File: src/design/b64d_pkg.sv
package b64d_pkg;

   // Default depth of the job queue between front and back
   localparam int unsigned QUEUE_DEPTH_DEFAULT = 4;

   // Alphabet anchors
   localparam logic [7:0] CHAR_UPPER_A = 8'h41;
   localparam logic [7:0] CHAR_UPPER_Z = 8'h5a;
   localparam logic [7:0] CHAR_LOWER_A = 8'h61;
   localparam logic [7:0] CHAR_LOWER_Z = 8'h7a;
   localparam logic [7:0] CHAR_DIGIT_0 = 8'h30;
   localparam logic [7:0] CHAR_DIGIT_9 = 8'h39;
   localparam logic [7:0] CHAR_PLUS    = 8'h2b;
   localparam logic [7:0] CHAR_SLASH   = 8'h2f;

   localparam logic [7:0] LOWER_BASE = 8'd26;
   localparam logic [7:0] DIGIT_BASE = 8'd52;
   localparam logic [5:0] SEXTET_PLUS  = 6'd62;
   localparam logic [5:0] SEXTET_SLASH = 6'd63;

   // Classified character
   typedef struct packed {
      logic       valid;
      logic [5:0] value;
   } sextet_type;

   // Work handed from front to back: up to three bytes, oldest in the top byte.
   // A count of zero means a marker-only item.
   typedef struct packed {
      logic [23:0] data;
      logic [1:0]  count;
      logic        last;
   } job_type;

   function automatic sextet_type decode_sextet(input logic [7:0] c);
      sextet_type s;
      logic [7:0] diff;
      s    = '0;
      diff = '0;
      if (c >= CHAR_UPPER_A && c <= CHAR_UPPER_Z) begin
         diff    = c - CHAR_UPPER_A;
         s.valid = 1'b1;
         s.value = diff[5:0];
      end else if (c >= CHAR_LOWER_A && c <= CHAR_LOWER_Z) begin
         diff    = c - CHAR_LOWER_A + LOWER_BASE;
         s.valid = 1'b1;
         s.value = diff[5:0];
      end else if (c >= CHAR_DIGIT_0 && c <= CHAR_DIGIT_9) begin
         diff    = c - CHAR_DIGIT_0 + DIGIT_BASE;
         s.valid = 1'b1;
         s.value = diff[5:0];
      end else if (c == CHAR_PLUS) begin
         s.valid = 1'b1;
         s.value = SEXTET_PLUS;
      end else if (c == CHAR_SLASH) begin
         s.valid = 1'b1;
         s.value = SEXTET_SLASH;
      end
      return s;
   endfunction

endpackage

File: src/design/base64_stream_decoder_core.sv
// Streaming base64 decoder, standard A-Z a-z 0-9 + / alphabet. One character
// is taken per cycle through push/full; decoded bytes leave one per cycle
// through empty/pop. Each group of four characters yields three byte items.
// The first '=' or non-alphabet character ends decoding, and the rest of the
// message is dropped. On the character flagged message_end a partial group
// of n sextets gives n-1 bytes, the final item carries last_of_message, and
// a message that ends with no byte gives one item with byte_present low.
// The front classifies characters and packs bytes into jobs; a job queue of
// QUEUE_DEPTH entries feeds the back, which emits one item per cycle. Input
// and output throughput are one item per cycle each; results pass the queue,
// then the output register. full rises only while the queue is full, i.e.
// when results are not being popped or a burst of flush jobs is draining.
module base64_stream_decoder_core #(
   parameter int unsigned QUEUE_DEPTH = b64d_pkg::QUEUE_DEPTH_DEFAULT
) (
   input  logic       clock,
   input  logic       reset,
   input  logic       req_push,
   output logic       req_full,
   input  logic [7:0] req_char_code,
   input  logic       req_message_end,
   output logic       rsp_empty,
   input  logic       rsp_pop,
   output logic [7:0] rsp_byte_value,
   output logic       rsp_byte_present,
   output logic       rsp_last_of_message
);

   b64d_pkg::job_type front_job, head_job;
   logic              job_push, job_pop, job_empty;
   logic              accept;

   assign accept = req_push && !req_full;

   // Character classification and grouping
   b64d_front u_front (
      .clock       (clock),
      .reset       (reset),
      .accept      (accept),
      .char_code   (req_char_code),
      .message_end (req_message_end),
      .job_push    (job_push),
      .job         (front_job)
   );

   // Decoupling queue
   b64d_job_queue #(
      .DEPTH (QUEUE_DEPTH)
   ) u_queue (
      .clock    (clock),
      .reset    (reset),
      .push     (job_push),
      .push_job (front_job),
      .full     (req_full),
      .pop      (job_pop),
      .empty    (job_empty),
      .head     (head_job)
   );

   // Byte serializer and output register
   b64d_back u_back (
      .clock           (clock),
      .reset           (reset),
      .job_empty       (job_empty),
      .job             (head_job),
      .job_pop         (job_pop),
      .out_pop         (rsp_pop),
      .out_empty       (rsp_empty),
      .byte_value      (rsp_byte_value),
      .byte_present    (rsp_byte_present),
      .last_of_message (rsp_last_of_message)
   );

endmodule

File: src/design/b64d_front.sv
module b64d_front (
   input  logic              clock,
   input  logic              reset,
   input  logic              accept,
   input  logic [7:0]        char_code,
   input  logic              message_end,
   output logic              job_push,
   output b64d_pkg::job_type job
);

   logic [17:0] group_ff, group_in;
   logic [1:0]  fill_ff, fill_in;
   logic        stopped_ff, stopped_in;

   b64d_pkg::sextet_type sx;
   logic [17:0] group_mid;
   logic [1:0]  fill_mid;

   // Gather sextets, build a job for full groups and end-of-message flushes
   always_comb begin
      sx         = b64d_pkg::decode_sextet(char_code);
      group_mid  = group_ff;
      fill_mid   = fill_ff;
      stopped_in = stopped_ff;
      job        = '0;
      if (!stopped_ff) begin
         if (!sx.valid) begin
            stopped_in = 1'b1;
         end else if (fill_ff == 2'd3) begin
            job.data  = {group_ff, sx.value};
            job.count = 2'd3;
            group_mid = '0;
            fill_mid  = '0;
         end else begin
            group_mid = {group_ff[11:0], sx.value};
            fill_mid  = fill_ff + 2'd1;
         end
      end
      group_in = group_mid;
      fill_in  = fill_mid;
      if (message_end) begin
         // partial group of n sextets flushes n-1 bytes
         case (fill_mid)
            2'd2: begin
               job.data  = {group_mid[11:4], 16'h0000};
               job.count = 2'd1;
            end
            2'd3: begin
               job.data  = {group_mid[17:10], group_mid[9:2], 8'h00};
               job.count = 2'd2;
            end
            default: ;
         endcase
         job.last   = 1'b1;
         group_in   = '0;
         fill_in    = '0;
         stopped_in = 1'b0;
      end
      job_push = accept && (job.count != 2'd0 || message_end);
   end

   always_ff @(posedge clock) begin
      if (reset) begin
         group_ff   <= '0;
         fill_ff    <= '0;
         stopped_ff <= 1'b0;
      end else if (accept) begin
         group_ff   <= group_in;
         fill_ff    <= fill_in;
         stopped_ff <= stopped_in;
      end
   end

endmodule

File: src/design/b64d_job_queue.sv
module b64d_job_queue #(
   parameter int unsigned DEPTH = b64d_pkg::QUEUE_DEPTH_DEFAULT
) (
   input  logic              clock,
   input  logic              reset,
   input  logic              push,
   input  b64d_pkg::job_type push_job,
   output logic              full,
   input  logic              pop,
   output logic              empty,
   output b64d_pkg::job_type head
);

   localparam int unsigned PTR_W = (DEPTH > 1) ? $clog2(DEPTH) : 1;
   localparam int unsigned CNT_W = $clog2(DEPTH + 1);
   localparam logic [PTR_W-1:0] PTR_MAX = PTR_W'(DEPTH - 1);
   localparam logic [CNT_W-1:0] CNT_FULL = CNT_W'(DEPTH);

   b64d_pkg::job_type slot_ff [DEPTH];
   logic [PTR_W-1:0] wr_ptr_ff, wr_ptr_in;
   logic [PTR_W-1:0] rd_ptr_ff, rd_ptr_in;
   logic [CNT_W-1:0] count_ff, count_in;
   logic             do_push, do_pop;

   assign full  = (count_ff == CNT_FULL);
   assign empty = (count_ff == '0);
   assign head  = slot_ff[rd_ptr_ff];

   // Pointer and occupancy update
   always_comb begin
      do_push   = push && !full;
      do_pop    = pop && !empty;
      wr_ptr_in = wr_ptr_ff;
      rd_ptr_in = rd_ptr_ff;
      count_in  = count_ff;
      if (do_push) begin
         wr_ptr_in = (wr_ptr_ff == PTR_MAX) ? '0 : wr_ptr_ff + 1'b1;
      end
      if (do_pop) begin
         rd_ptr_in = (rd_ptr_ff == PTR_MAX) ? '0 : rd_ptr_ff + 1'b1;
      end
      if (do_push && !do_pop) begin
         count_in = count_ff + 1'b1;
      end else if (do_pop && !do_push) begin
         count_in = count_ff - 1'b1;
      end
   end

   always_ff @(posedge clock) begin
      if (reset) begin
         wr_ptr_ff <= '0;
         rd_ptr_ff <= '0;
         count_ff  <= '0;
      end else begin
         wr_ptr_ff <= wr_ptr_in;
         rd_ptr_ff <= rd_ptr_in;
         count_ff  <= count_in;
      end
   end

   // Storage
   always_ff @(posedge clock) begin
      if (do_push) begin
         slot_ff[wr_ptr_ff] <= push_job;
      end
   end

endmodule

File: src/design/b64d_back.sv
module b64d_back (
   input  logic              clock,
   input  logic              reset,
   input  logic              job_empty,
   input  b64d_pkg::job_type job,
   output logic              job_pop,
   input  logic              out_pop,
   output logic              out_empty,
   output logic [7:0]        byte_value,
   output logic              byte_present,
   output logic              last_of_message
);

   logic [1:0] idx_ff, idx_in;
   logic       out_valid_ff, out_valid_in;
   logic [7:0] value_ff, value_in;
   logic       present_ff, present_in;
   logic       last_ff, last_in;
   logic       slot_free, emit, final_item;
   logic [1:0] last_idx;

   assign out_empty       = !out_valid_ff;
   assign byte_value      = value_ff;
   assign byte_present    = present_ff;
   assign last_of_message = last_ff;

   // Walk the head job one item at a time into the output register
   always_comb begin
      slot_free    = !out_valid_ff || out_pop;
      emit         = slot_free && !job_empty;
      last_idx     = (job.count == 2'd0) ? 2'd0 : job.count - 2'd1;
      final_item   = (idx_ff == last_idx);
      job_pop      = emit && final_item;
      idx_in       = idx_ff;
      out_valid_in = out_valid_ff;
      value_in     = value_ff;
      present_in   = present_ff;
      last_in      = last_ff;
      if (emit) begin
         case (idx_ff)
            2'd0:    value_in = job.data[23:16];
            2'd1:    value_in = job.data[15:8];
            default: value_in = job.data[7:0];
         endcase
         present_in   = (job.count != 2'd0);
         last_in      = job.last && final_item;
         out_valid_in = 1'b1;
         idx_in       = final_item ? 2'd0 : idx_ff + 2'd1;
      end else if (out_pop) begin
         out_valid_in = 1'b0;
      end
   end

   always_ff @(posedge clock) begin
      if (reset) begin
         idx_ff       <= '0;
         out_valid_ff <= 1'b0;
      end else begin
         idx_ff       <= idx_in;
         out_valid_ff <= out_valid_in;
      end
   end

   always_ff @(posedge clock) begin
      value_ff   <= value_in;
      present_ff <= present_in;
      last_ff    <= last_in;
   end

endmodule

File: config.mk
export PLATFORM = sky130hd
export DESIGN_NAME = base64_stream_decoder_core
export DESIGN_NICKNAME = d
export VERILOG_FILES = /design/src/design/b64d_pkg.sv /design/src/design/base64_stream_decoder_core.sv /design/src/design/b64d_front.sv /design/src/design/b64d_job_queue.sv /design/src/design/b64d_back.sv
export SDC_FILE = /design/constraint.sdc
export NUM_CORES = 1
export LEC_CHECK = 0
export BUFFER_PORTS_ARGS = -buffer_cell sky130_fd_sc_hd__buf_2
export CAP_MARGIN = 30
export CORE_UTILIZATION = 35
export DETAILED_ROUTE_END_ITERATION = 7
export GPL_TIMING_DRIVEN = 1
export PLACE_DENSITY = 0.56
export SLEW_MARGIN = 30
export SYNTH_ARGS = -nofsm -noshare
export SYNTH_HDL_FRONTEND = slang
export SYNTH_SLANG_ARGS = --single-unit
File: constraint.sdc
create_clock -name clock -period 5.1 [get_ports clock]
set_input_delay 1.53 -clock clock [delete_from_list [all_inputs] [get_ports clock]]
set_output_delay 1.53 -clock clock [all_outputs]
set_load 0.01 [all_outputs]
# Word level (Yosys, flattened, before mapping)
# Memory sizes are Yosys's and may differ from the RTL's. A register that Yosys moved wholly into a read port is not among the register bits.
# Cells that the tools add are included.
[totals]
regBits = 41
ram_bits = 108
out_inout_bits = 12
n_memories = 1
[mem_list]
columns = ["name", "words", "width", "read_ports", "rd_ports_with_merged_regs", "wr", "line_no", "rtl"]
rows = [
  ["u_queue.slot_ff", 4, 27, 1, 1, 1, "b64d_job_queue.sv:19", "b64d_pkg::job_type slot_ff [DEPTH];"],
]
[classes]
n_addsub = 12
n_lt_le_gt_ge = 6
n_eq_ne = 11
muxes = 34
n_reduce_logical = 28
[op_table]
columns = ["cell", "n"]
rows = [
  ["two-way mux 26 bit", 3],
  ["two-way mux 18 bit", 4],
  ["one-hot mux 26 bit (2 select lines)", 1],
  ["two-way mux 7 bit", 5],
  ["two-way mux 27 bit", 1],
  ["two-way mux 2 bit", 10],
  ["equality test 8 x 6 -> 1 bit (second input constant)", 2],
  [">= comparator 8 x 7 -> 1 bit (second input constant)", 2],
  ["<= comparator 8 x 7 -> 1 bit (second input constant)", 2],
  ["one-hot mux 8 bit (2 select lines)", 1],
  ["logical AND 1 bit", 12],
  ["subtractor 6 bit (second input constant)", 2],
  ["equality test 2 bit (second input constant)", 5],
  ["nonzero test 2 bit", 5],
  ["adder 2 x 1 -> 2 bit (second input constant)", 4],
  [">= comparator 8 x 6 -> 1 bit (second input constant)", 1],
  ["<= comparator 8 x 6 -> 1 bit (second input constant)", 1],
  ["two-way mux 1 bit", 7],
  ["adder 6 x 5 -> 6 bit (second input constant)", 1],
  ["adder 6 bit (second input constant)", 1],
  ["two-way mux 3 bit", 2],
  ["subtractor 6 x 1 -> 6 bit (second input constant)", 1],
  ["logical NOT 1 bit", 5],
  ["logical NOT 2 bit", 2],
  ["10 further kinds", 11],
]

# Logic depth before layout (Yosys ltp)
# Gate-level depths: netlist (run 1).
[logic_depth]
ltp_word = 19
ltp_mapped = 14
ltp_nobuf = 14

# Hierarchy
# From an unflattened synthesis (run 1), not the netlist that was laid out.
[unflattened]
hier_cells = 506
hier_area_um2 = 7048.0
[by_module_without_submodules]
columns = ["module", "n_inst", "cells_each", "area_per_inst_um2", "seq_area_each_um2"]
rows = [
  ["b64d_job_queue", 1, 191, 4399.2, 3423.3],
  ["b64d_front", 1, 251, 1969.4, 420.4],
  ["b64d_back", 1, 63, 665.6, 360.3],
  ["base64_stream_decoder_core", 1, 1, 13.8, 0.0],
]

# Worst setup path before layout (run 1)
# OpenSTA, ideal clock, no wires.
[synth_path]
path_type = "input to register"
start = "input port req_char_code[2]"
end = "register u_queue.count_ff[2]"
setup_time_ns = 0.070
arrival_time_ns = 4.282
t_required_ns = 5.030
slack_ns = 0.748
stages = 14
cell_sequence = "inv_1 > ha_1 > a21oi_1 > a31oi_1 > a221o_1 > a21oi_4 > a21oi_1 > nor2_1 > ha_1 > inv_1 > fa_1 > xor2_1 > or3_1 > a21oi_1"
[synth_via]
elab_chain_cells = 18
[synth_lines]
columns = ["element", "line_no", "rtl"]
rows = [
  ["from (decl)", "base64_stream_decoder_core.sv:20", "input logic [7:0] req_char_code,"],
  ["parallel branches: the longest is 5 deep, another holds >= comparator 8 x 6 -> 1 bit", "--", ""],
  ["two-way mux 7 bit *", "b64d_pkg.sv:40", "if (c >= CHAR_UPPER_A && c <= CHAR_UPPER_Z) begin"],
  ["two-way mux 2 bit", "b64d_front.sv:27", "if (!sx.valid) begin"],
  ["two-way mux 2 bit", "b64d_front.sv:26", "if (!stopped_ff) begin"],
  ["equality test 2 bit", "b64d_front.sv:43", "case (fill_mid)"],
  ["one-hot mux 26 bit (2 select lines)", "b64d_front.sv:43", ""],
  ["two-way mux 27 bit *", "b64d_front.sv:41", "if (message_end) begin"],
  ["nonzero test 2 bit *", "b64d_front.sv:59", "job_push = accept && (job.count != 2'd0 || message_end);"],
  ["logical OR 1 bit *", "b64d_front.sv:59", ""],
  ["logical AND 1 bit *", "b64d_front.sv:59", ""],
  ["logical AND 1 bit *", "b64d_job_queue.sv:31", "do_push = push && !full;"],
  ["named net u_queue.do_push", "b64d_job_queue.sv:23", "logic do_push, do_pop;"],
  ["logical NOT 1 bit", "b64d_job_queue.sv:44", "end else if (do_pop && !do_push) begin"],
  ["logical AND 1 bit", "b64d_job_queue.sv:44", ""],
  ["nonzero test 2 bit (no line)", "--", ""],
  ["to (signal assigned)", "b64d_job_queue.sv:57", "count_ff <= count_in;"],
  ["to (decl)", "b64d_job_queue.sv:22", "logic [CNT_W-1:0] count_ff, count_in;"],
]
# Mark *: on every way through the listed nets, which the timed path passes.
# A chain may end at the register's enable or synchronous reset.

# Final worst setup path (run 1)
# Ends and elaborated chain as after synthesis.

==> results of run 1 <==
state kept, by name, summed over array words and instances, names as in the netlist, named ones only:
name / flops
u_queue.count_ff: 3
u_back.byte_present: 1
u_back.idx_ff: 2
u_back.byte_value: 8
u_front.group_ff: 18
u_back.last_of_message: 1
u_front.stopped_ff: 1
u_back.out_valid_ff: 1
u_front.fill_ff: 2
u_queue.rd_ptr_ff: 2
u_queue.wr_ptr_ff: 2
u_queue.slot_ff: 108
worst paths after layout:
| path | startpoint | endpoint | slack (ns) | cells after the start |
|---|---|---|---|---|
| setup reg to reg | register | u_queue.count_ff[2] | 1.90 | 12 |
| hold / removal | u_back.out_valid_ff | u_back.out_valid_ff | 0.47 | 2 |
| setup / recovery | req_char_code[2] | u_queue.count_ff[2] | 0.94 | 15 |
| hold reg to reg | u_back.out_valid_ff | u_back.out_valid_ff | 0.47 | 2 |
final cells by class:
| cell class | count | area [µm²] |
|---|---|---|
| Clock buffer | 18 | 429 |
| Clock inverter | 14 | 206 |
| Fill cell | 1733 | 11000 |
| Inverter | 20 | 75.1 |
| Multi-Input combinational cell | 281 | 2350 |
| Sequential cell | 151 | 4210 |
| Tap cell | 234 | 293 |
| Timing Repair Buffer | 36 | 210 |
worst min-delay path, stage by stage (launching register included):
cell and delay [ns]:
sky130_fd_sc_hd__dfxtp_1 0.32, sky130_fd_sc_hd__nand2_1 0.06, sky130_fd_sc_hd__a21oi_1 0.05
metal layers:
layer | vias to the layer above | share of wire
li1 | 1894 | -
met1 | 2026 | 0.45
met2 | 126 | 0.49
met3 | 17 | 0.048
met4 | 0 | 0.015
met5 | - | 0
power groups by stage:
stage	Clock (mW)	Sequential (mW)	Combinational (mW)
2_1_floorplan	0	1.54	0.484
3_3_place_gp	0	1.53	0.716
3_5_place_dp	0	1.53	0.726
4_1_cts	1.36	1.51	0.727
5_1_grt	1.41	1.52	0.782
6_report	1.33	1.51	0.713
cells in the final DEF (no fill, tap or decap), types with 6 or more instances in the layout:
cell                        instances
sky130_fd_sc_hd__edfxtp_1         118
sky130_fd_sc_hd__nor2_1            35
sky130_fd_sc_hd__dfxtp_1           32
sky130_fd_sc_hd__mux4_2            27
sky130_fd_sc_hd__nand2_1           25
sky130_fd_sc_hd__a21oi_1           24
sky130_fd_sc_hd__buf_2             24
sky130_fd_sc_hd__inv_1             20
sky130_fd_sc_hd__a22oi_1           17
sky130_fd_sc_hd__ha_1              17
sky130_fd_sc_hd__clkbuf_16         17
sky130_fd_sc_hd__a221o_1           15
sky130_fd_sc_hd__nor2b_1           14
sky130_fd_sc_hd__and2_1            12
sky130_fd_sc_hd__buf_4             12
sky130_fd_sc_hd__o21ai_0           11
sky130_fd_sc_hd__mux2i_1            9
sky130_fd_sc_hd__a22o_1             7
sky130_fd_sc_hd__nand3_1            6
kinds of logic after synthesis:
group,Yosys count,synth area share
xor+xnor,4,0.00521
compound gates,102,0.112
flops,151,0.625
mux,38,0.107
fa+ha+maj,18,0.0346
buf+inv,41,0.0248
simple gates,119,0.0908
==> summary.txt, run 1 <==
STA
  • Finish-stage setup viols: 0
  • Clock skew: 0.00812 ns
  • Sum of negative setup slack: 0 ns
  • Unrepaired setup endpoints after global routing: no
  • Final worst-path cycle share: 0.816
  • Worst hold slack after final layout: 0.469 ns
  • Fmax achieved: 0.240 GHz
  • Tightest slew margin relative to the limit: 0.523
  • Max Transition Viols Final: 0
  • Worst-margin pin slew: 0.711 ns
  • Final Worst Setup Slack: 0.937 ns
  • Count of endpoints failing hold in the final timing report: 0
  • Time the final worst path needs with I/O delays and setup: 4.16 ns

Layout
  • Final core area utilization: 0.414
  • Post-Layout Cell Count: 754
  • Fraction of layout instances using a drive strength above 1: 0.212
  • Area growth, synth to finish: 15.6%
  • Count of antenna diodes in the layout: 0
  • Area of all placed cells without fillers: 0.00777 mm²
  • Count of nets after finishing: 538

Logic synthesis
  • Most common flop cell mapped by yosys: sky130_fd_sc_hd__edfxtp_1
  • Top post-synthesis cells by count: sky130_fd_sc_hd__edfxtp_1, sky130_fd_sc_hd__nor2_1, sky130_fd_sc_hd__dfxtp_1, sky130_fd_sc_hd__mux4_2, sky130_fd_sc_hd__nand2_1
  • Syn avg cell area: 14.2 µm²
  • Fraction of post-synthesis cell area in the top cell type by area: 0.527
  • Post-synth ARST share: 0
  • Flop and latch count out of synthesis: 151
  • Synth Warn #: 0
  • Count of flip-flops with a built-in enable after synthesis: 118
  • Portion of the post-synthesis area used by sequential elements: 0.625
  • Top area cells in the synthesized netlist: sky130_fd_sc_hd__edfxtp_1, sky130_fd_sc_hd__dfxtp_1, sky130_fd_sc_hd__mux4_2, sky130_fd_sc_hd__ha_1, sky130_fd_sc_hd__a221o_1
  • Synth area leader: sky130_fd_sc_hd__edfxtp_1
  • Leading cell type by number of instances after synthesis: sky130_fd_sc_hd__edfxtp_1
  • Netlist area before placement: 0.00672 mm²
  • Net count after synthesis: 504
  • Distinct cells, synth: 55
  • Cell count after synthesis: 473

Placed design
  • Worst slack after detailed placement: 0.491 ns
  • Final GP Congestion: 0.854
  • Count of input and output buffers: 24
  • Placed Cells incl. Taps: 722
  • Detailed placer's ending HPWL: 9420 µm
  • Area after detailed placement: 0.00714 mm²

Floorplan
  • Number of top-level pins: 25
  • Chip width: 141 µm
  • Effective utilization at floorplan: 0.358
  • Area inside the core boundary: 0.0188 mm²
  • Cell row count: 50
  • Die Span Y: 141 µm
  • Die ar.: 0.0198 mm²

Critical path
  • Arrival time of the worst setup path: 4.51 ns
  • CP most frequent cell: sky130_fd_sc_hd__a21oi_1
  • Critical path, cell by cell: buf_2 > inv_1 > ha_1 > a21oi_1 > a31oi_1 > a221o_1 > a21oi_4 > a21oi_1 > nor2_1 > ha_1 > inv_1 > fa_1 > xor2_1 > or3_1 > a21oi_1
  • Max FO, Critical Path: 7
  • Critical path class: in -> reg
  • Startpoint types: input port
  • Crit path capture type: register
  • Largest incremental delay on the critical path: 0.48 ns
  • Slowest cell on crit path: sky130_fd_sc_hd__a221o_1
  • Worst Path Buf+Inv: 3
  • WP data required: 5.44 ns
  • Largest delay contributor family on the critical path: compound AO/OA/AOI/OAI gates

Hold path
  • Worst min-delay path category: reg -> reg

Clock tree
  • CTS Hold Buffers Added: 0
  • Clock sink total: 151
  • CTS H-tree depth: 4
  • Clock buffer count from CTS: 17
  • Latest clock arrival within the worst-skew pair: 0.42 ns
  • Clock tree from TritonCTS: done
  • Clock transition at the registers of the reported paths: 0.06 ns
  • Post-CTS sizing: 0
  • Root Driver: sky130_fd_sc_hd__clkbuf_16
  • Number of buffers between clock root and the deepest sink: 2
  • Post-CTS Setup Bufs: 0

Pwr
  • Total net switching power: 0.923 mW
  • Switching Share: 0.260
  • Combinational share of power: 0.201
  • Highest ir drop seen on vdd: 246 µV
  • Power, Total: 3.55 mW
  • Int Power: 2.63 mW
  • Flop pwr share: 0.424
  • Leak Pwr: 2.72 nW
  • Clock network fraction of total power: 0.376
  • Pwr Density: 457 mW/mm²

Run
  • Max cap viols: 0

Detailed routing
  • First DRT Iteration DRCs: 366
  • Vias after detailed routing: 4063
  • Wire length per cell: 19.1 µm
  • Mean number of vias per cell: 5.39
  • Remaining routing DRC violations: 0
  • DRT Wirelength: 14400 µm
  • Number of nets with antenna violations after routing: 0
  • First-pass DRT Iterations: 5

Global routing
  • Wire length of the first global-routing pass: 22700 µm
  • Global routing usage on met2: 0.255
  • Met1 track demand over resource: 0.207
  • Maximum number of pins on one net before global-route repair: 31
  • Met3 Use GR: 0.0333
  • Total track usage: 0.157
  • Number of antenna violations at the first check in global routing: 0
  • GR peak layer: met2
  • GRT overflow: 0
  • Number of global-route vias before repair: 4043

Run status
  • Outcome: finished, final reports clean
(Power assumes the default switching activity.)
==> inputs of run 2 (changes only) <==
Settings changed: PLACE_DENSITY 0.56 to 0.58.
Clock period 5.1 ns to 3.8 ns, I/O delays scaled along.
==> run 2 against run 1 <==
Against the previous run:
- flip-flop and latch count unchanged
- cell count is 3.8% higher
- utilization rose by 1.2 points
- count of clock-buffer cells in the layout grew 2
- design area is 3.0% higher
- via count grew 3.0%
- critical path depth did not move
- non-clock buffer count up 29
- clock power rose by 23%
- clock skew is 0.0012 ns higher
- worst setup slack got worse by 0.61 ns
==> summary.txt, run 2 (synthesis results as in run 1) <==
Detailed routing
  • First-pass DRT Iterations: 5
  • Vias after detailed routing: 4183
  • Mean number of vias per cell: 5.34
  • First DRT Iteration DRCs: 374
  • Remaining routing DRC violations: 0
  • Number of nets with antenna violations after routing: 0
  • Wire length per cell: 18.5 µm
  • DRT Wirelength: 14500 µm

Clock tree
  • Post-CTS Setup Bufs: 0
  • Number of buffers between clock root and the deepest sink: 2
  • Latest clock arrival within the worst-skew pair: 0.42 ns
  • Clock sink total: 151
  • Post-CTS sizing: 0
  • CTS H-tree depth: 4
  • CTS Hold Buffers Added: 0
  • Root Driver: sky130_fd_sc_hd__clkbuf_16
  • Clock transition at the registers of the reported paths: 0.06 ns
  • Clock buffer count from CTS: 17
  • Clock tree from TritonCTS: done

STA
  • Count of endpoints failing hold in the final timing report: 0
  • Tightest slew margin relative to the limit: 0.562
  • Final worst-path cycle share: 0.914
  • Worst-margin pin slew: 0.652 ns
  • Time the final worst path needs with I/O delays and setup: 3.47 ns
  • Unrepaired setup endpoints after global routing: no
  • Clock skew: 0.00929 ns
  • Finish-stage setup viols: 0
  • Sum of negative setup slack: 0 ns
  • Fmax achieved: 0.288 GHz
  • Max Transition Viols Final: 0

Critical path
  • Crit path capture type: register
  • Slowest cell on crit path: sky130_fd_sc_hd__a221o_1
  • Depth of the worst register-to-register path: 12
  • WP data required: 4.15 ns
  • Worst reg2reg setup slack: 0.83 ns
  • Arrival time of the worst setup path: 3.82 ns
  • CP most frequent cell: sky130_fd_sc_hd__a21oi_1
  • Critical path class: in -> reg
  • Startpoint types: input port
  • Max FO, Critical Path: 5
  • Worst Path Buf+Inv: 3
  • Critical path, cell by cell: buf_2 > clkinvlp_4 > ha_4 > a21oi_1 > a31oi_1 > a221o_1 > a21oi_4 > a21oi_2 > nor2_4 > ha_2 > inv_1 > fa_1 > xor2_1 > or3_1 > a21oi_1
  • Largest delay contributor family on the critical path: compound AO/OA/AOI/OAI gates
  • Capturing point of the worst reg2reg path: u_queue.count_ff[2]
  • Largest incremental delay on the critical path: 0.38 ns

Pwr
  • Highest ir drop seen on vdd: 262 µV
  • Leak Pwr: 2.84 nW
  • Pwr Density: 579 mW/mm²

Placed design
  • Final GP Congestion: 0.832
  • Detailed placer's ending HPWL: 9380 µm
  • Count of input and output buffers: 24

Global routing
  • GRT overflow: 0
  • Number of antenna violations at the first check in global routing: 0
  • Total track usage: 0.159
  • Wire length of the first global-routing pass: 23300 µm
  • Number of global-route vias before repair: 4311
  • Maximum number of pins on one net before global-route repair: 31

Floorplan
  • Number of top-level pins: 25
  • Effective utilization at floorplan: 0.358
  • Die Span Y: 141 µm
  • Die ar.: 0.0198 mm²
  • Area inside the core boundary: 0.0188 mm²
  • Cell row count: 50
  • Chip width: 141 µm

Hold path
  • Hold depth: 2
  • Worst min-delay path category: reg -> reg
  • Sink of the worst hold path: u_back.out_valid_ff
  • Startpoint of the most critical hold path: u_back.out_valid_ff

Layout
  • Biggest register: u_queue.slot_ff
  • Count of nets after finishing: 567
  • Most common library cell in the layout ignoring fill and taps: sky130_fd_sc_hd__edfxtp_1
  • Area growth, synth to finish: 19.1%
  • Count of antenna diodes in the layout: 0
  • Final core area utilization: 0.426
  • Commonest non-fill, non-tap cells in the layout: sky130_fd_sc_hd__edfxtp_1, sky130_fd_sc_hd__buf_4, sky130_fd_sc_hd__nor2_1
  • Fraction of layout instances using a drive strength above 1: 0.248
  • Max FFs per register: 108

Run
  • Max cap viols: 0

Run status
  • Outcome: finished, final reports clean
## run 2: changes by cell type in the layout (fill, tap and decap cells not counted), sizes merged
| cell | change |
|---|---|
| buf | +29 |
| bufinv | -2 |
| clkbuf | +2 |
| clkinv | +2 |
| clkinvlp | -1 |
| inv | -1 |
## run 2: worst max-delay path by stage
stage	slack (ns)	end	start	cells after the start
floorplan	0.006	u_queue.count_ff[2]	req_char_code[2]	14
global placement	-0.10	u_queue.slot_ff[2][11]	req_char_code[2]	12
detailed placement	-0.12	u_queue.slot_ff[3][11]	req_char_code[2]	12
CTS	0.32	u_queue.slot_ff[0][11]	req_char_code[2]	12
global route	0.09	u_queue.slot_ff[1][11]	req_char_code[2]	12
finish	0.33	u_queue.count_ff[2]	req_char_code[2]	15
## run 2: per-layer routing
metal / wire, µm / GRT usage / share of wire
met5: 0 / 0 / 0
met3: 655 / 0.0346 / 0.045
met4: 339 / 0.0698 / 0.023
met1: 6620 / 0.209 / 0.46
met2: 6890 / 0.253 / 0.47
## run 2: metrics by stage
step / std cells / power, mW / hold slack (ns) / setup slack [ns] / area, µm²
floorplan: 473 / 2.72 / 0.446 / 0.00630 / 6750
finish: 783 / 4.63 / 0.482 / 0.327 / 8000
detailed placement: 751 / 3.06 / 0.480 / -0.119 / 7430
global route: 783 / 4.85 / 0.502 / 0.0913 / 8000
CTS: 783 / 4.68 / 0.487 / 0.318 / 8000
global placement: 751 / 3.03 / 0.456 / -0.102 / 7430
## run 2: layout make-up
type                    instances  area (µm²)
inverters                      20        78.8
fillers                      1699       10800
repair buffers                 65         478
clock inverters                12         134
multi-input cells             281        2380
clock buffers                  20         437
flip-flops and latches        151        4210
well taps                     234         293
## run 2: report_power, final
part | internal [mW] | leakage [nW] | switching, mW
clock | 1.02 | 0.273 | 0.614
combinational | 0.447 | 1.16 | 0.541
sequential | 1.95 | 1.41 | 0.0637
## run 2: worst min-delay path, stage by stage, from the launching register on
cell and delay [ns]:
sky130_fd_sc_hd__dfxtp_1 0.32, sky130_fd_sc_hd__nand2_1 0.06, sky130_fd_sc_hd__a21oi_1 0.05
==> inputs of run 3 (changes only) <==
==> constraint.sdc (replaced) <==
create_clock -name clock -period 3.8 [get_ports clock]
set_input_delay 0.38 -clock clock [delete_from_list [all_inputs] [get_ports clock]]
set_output_delay 0.38 -clock clock [all_outputs]
set_load 0.01 [all_outputs]
==> run 3 against run 2 <==
Against the previous run:
- maximum frequency up 10%
- critical path type is now reg -> reg
- utilization is 1.5 points lower
- highest routed layer unchanged
- worst hold slack worse by 0.25 ns
- critical endpoint unchanged
- clock power down 2%
- critical path depth down 3
- largest cell class unchanged
==> summary.txt, run 3 (synthesis results as in run 1) <==
Detailed routing
  • First DRT Iteration DRCs: 243
  • Number of nets with antenna violations after routing: 0
  • Remaining routing DRC violations: 0
  • DRT Wirelength: 14500 µm
  • Vias after detailed routing: 4088
  • First-pass DRT Iterations: 5
  • Wire length per cell: 19.3 µm
  • Mean number of vias per cell: 5.41

Floorplan
  • Effective utilization at floorplan: 0.358
  • Number of top-level pins: 25
  • Area inside the core boundary: 0.0188 mm²
  • Chip width: 141 µm
  • Die ar.: 0.0198 mm²
  • Die Span Y: 141 µm
  • Cell row count: 50

Clock tree
  • Post-CTS sizing: 0
  • Clock buffer count from CTS: 17
  • Root Driver: sky130_fd_sc_hd__clkbuf_16
  • CTS H-tree depth: 4
  • Clock sink total: 151
  • Clock tree from TritonCTS: done
  • Clock transition at the registers of the reported paths: 0.05 ns
  • Post-CTS Setup Bufs: 0
  • CTS Hold Buffers Added: 0
  • Number of buffers between clock root and the deepest sink: 2
  • Latest clock arrival within the worst-skew pair: 0.41 ns

Layout
  • Filler cell count in the final layout: 1713
  • Max FFs per register: 108
  • Area growth, synth to finish: 14.8%
  • Biggest register: u_queue.slot_ff
  • Area of all placed cells without fillers: 0.00771 mm²
  • Fraction of layout instances using a drive strength above 1: 0.202
  • Commonest non-fill, non-tap cells in the layout: sky130_fd_sc_hd__edfxtp_1, sky130_fd_sc_hd__nor2_1, sky130_fd_sc_hd__dfxtp_1
  • Post-Layout Cell Count: 755
  • Count of nets after finishing: 539
  • Count of antenna diodes in the layout: 0
  • Most common library cell in the layout ignoring fill and taps: sky130_fd_sc_hd__edfxtp_1
  • Area of all sequential standard cells: 0.00421 mm²
  • Area occupied by multi-input gates: 0.00235 mm²

Global routing
  • Maximum number of pins on one net before global-route repair: 31
  • Total track usage: 0.156
  • GRT overflow: 0
  • Wire length of the first global-routing pass: 23100 µm
  • Number of antenna violations at the first check in global routing: 0
  • Number of global-route vias before repair: 4197

Placed design
  • Count of input and output buffers: 24
  • Area after detailed placement: 0.00714 mm²
  • Placed Cells incl. Taps: 723
  • Final GP Congestion: 0.843
  • Detailed placer's ending HPWL: 9850 µm

Critical path
  • Capturing point of the worst reg2reg path: u_queue.count_ff[2]
  • Max FO, Critical Path: 8
  • Startpoint types: register
  • Worst Path Buf+Inv: 2
  • Crit path capture: u_queue.count_ff[2]
  • Largest incremental delay on the critical path: 0.58 ns
  • Stages on worst setup path: 12
  • Critical path class: reg -> reg
  • Worst reg2reg setup slack: 0.64 ns
  • Largest delay contributor family on the critical path: simple AND/OR/NAND/NOR gates
  • Slowest cell on crit path: sky130_fd_sc_hd__mux4_2
  • Arrival time of the worst setup path: 3.49 ns
  • Critical path, cell by cell: mux4_2 > nand3b_1 > a21oi_1 > a41oi_1 > nor2_1 > inv_1 > ha_1 > inv_1 > fa_1 > xor2_1 > or3_1 > a21oi_1
  • Crit path capture type: register
  • Depth of the worst register-to-register path: 12
  • WP data required: 4.14 ns

Hold path
  • Worst min-delay path category: in -> reg

STA
  • Finish-stage setup viols: 0
  • Tightest slew margin relative to the limit: 0.538
  • Count of endpoints failing hold in the final timing report: 0
  • Unrepaired setup endpoints after global routing: no
  • Worst hold slack after final layout: 0.236 ns
  • Fmax achieved: 0.317 GHz
  • Final worst-path cycle share: 0.830
  • Clock skew: 0.00893 ns
  • Sum of negative setup slack: 0 ns
  • Time the final worst path needs with I/O delays and setup: 3.16 ns
  • Worst-margin pin slew: 0.693 ns
  • Max Transition Viols Final: 0

Pwr
  • Switching Share: 0.259
  • Flop pwr share: 0.446
  • Clock network fraction of total power: 0.349
  • Combinational share of power: 0.205
  • Pwr Density: 591 mW/mm²
  • Highest ir drop seen on vdd: 295 µV
  • Total net switching power: 1.18 mW
  • Leak Pwr: 2.69 nW
  • Power, Total: 4.56 mW
  • Int Power: 3.38 mW

Run
  • Max cap viols: 0

Run status
  • Outcome: finished, final reports clean
-- run 3: cell count changes in the layout (fill, tap and decap cells not counted), moves of 2 or more --
cell	before	now
sky130_fd_sc_hd__clkbuf_1	3	7
sky130_fd_sc_hd__buf_12	4	0
sky130_fd_sc_hd__clkbuf_8	0	6
sky130_fd_sc_hd__ha_1	15	17
sky130_fd_sc_hd__buf_4	37	13
sky130_fd_sc_hd__clkinv_1	6	0
sky130_fd_sc_hd__bufinv_16	3	1
-- run 3: worst min path at each step --
stage / start / to / slack (ns) / cells past startpoint
CTS: rsp_pop / u_back.out_valid_ff / 0.23 / 4
finish: rsp_pop / u_back.out_valid_ff / 0.24 / 4
global route: rsp_pop / u_back.out_valid_ff / 0.24 / 4
global placement: u_back.out_valid_ff / u_back.out_valid_ff / 0.46 / 2
floorplan: u_back.out_valid_ff / u_back.out_valid_ff / 0.45 / 2
detailed placement: u_back.out_valid_ff / u_back.out_valid_ff / 0.47 / 2
-- run 3: power groups by stage --
stage / Combinational [mW] / Sequential, mW / Clock, mW
final: 0.934 / 2.03 / 1.59
after floorplan: 0.650 / 2.06 / 0
after detailed placement: 0.954 / 2.07 / 0
after CTS: 0.958 / 2.04 / 1.62
after global placement: 0.944 / 2.06 / 0
after global routing: 1.03 / 2.05 / 1.69
-- run 3: final cells by class --
type,count,area share
Inverter,20,0.00973
Clock inverter,2,0.00487
Timing Repair Buffer,37,0.0282
Tap cell,234,0.0380
Sequential cell,151,0.545
Multi-Input combinational cell,281,0.305
Clock buffer,30,0.0693
-- run 3: routing by layer --
metal	GRT usage	part of all wire	wire [µm]	up-vias
met2	0.264	0.50	7260	93
met5	0	0	0	-
met1	0.193	0.44	6360	2072
met3	0.0326	0.042	612	23
li1	-	-	-	1900
met4	0.0686	0.022	316	0
-- run 3: per-stage QoR --
stage / setup slack (ns) / util
CTS: 0.589 / 0.411
finish: 0.644 / 0.411
floorplan: 0.598 / -
global placement: 0.377 / 0.381
global route: 0.311 / 0.411
detailed placement: 0.360 / 0.381
-- run 3: worst min-delay path: cells and delay by family --
kind            cells  cell delay (ns)
simple gates        1             0.06
compound gates      1             0.05
buf+inv             2             0.11
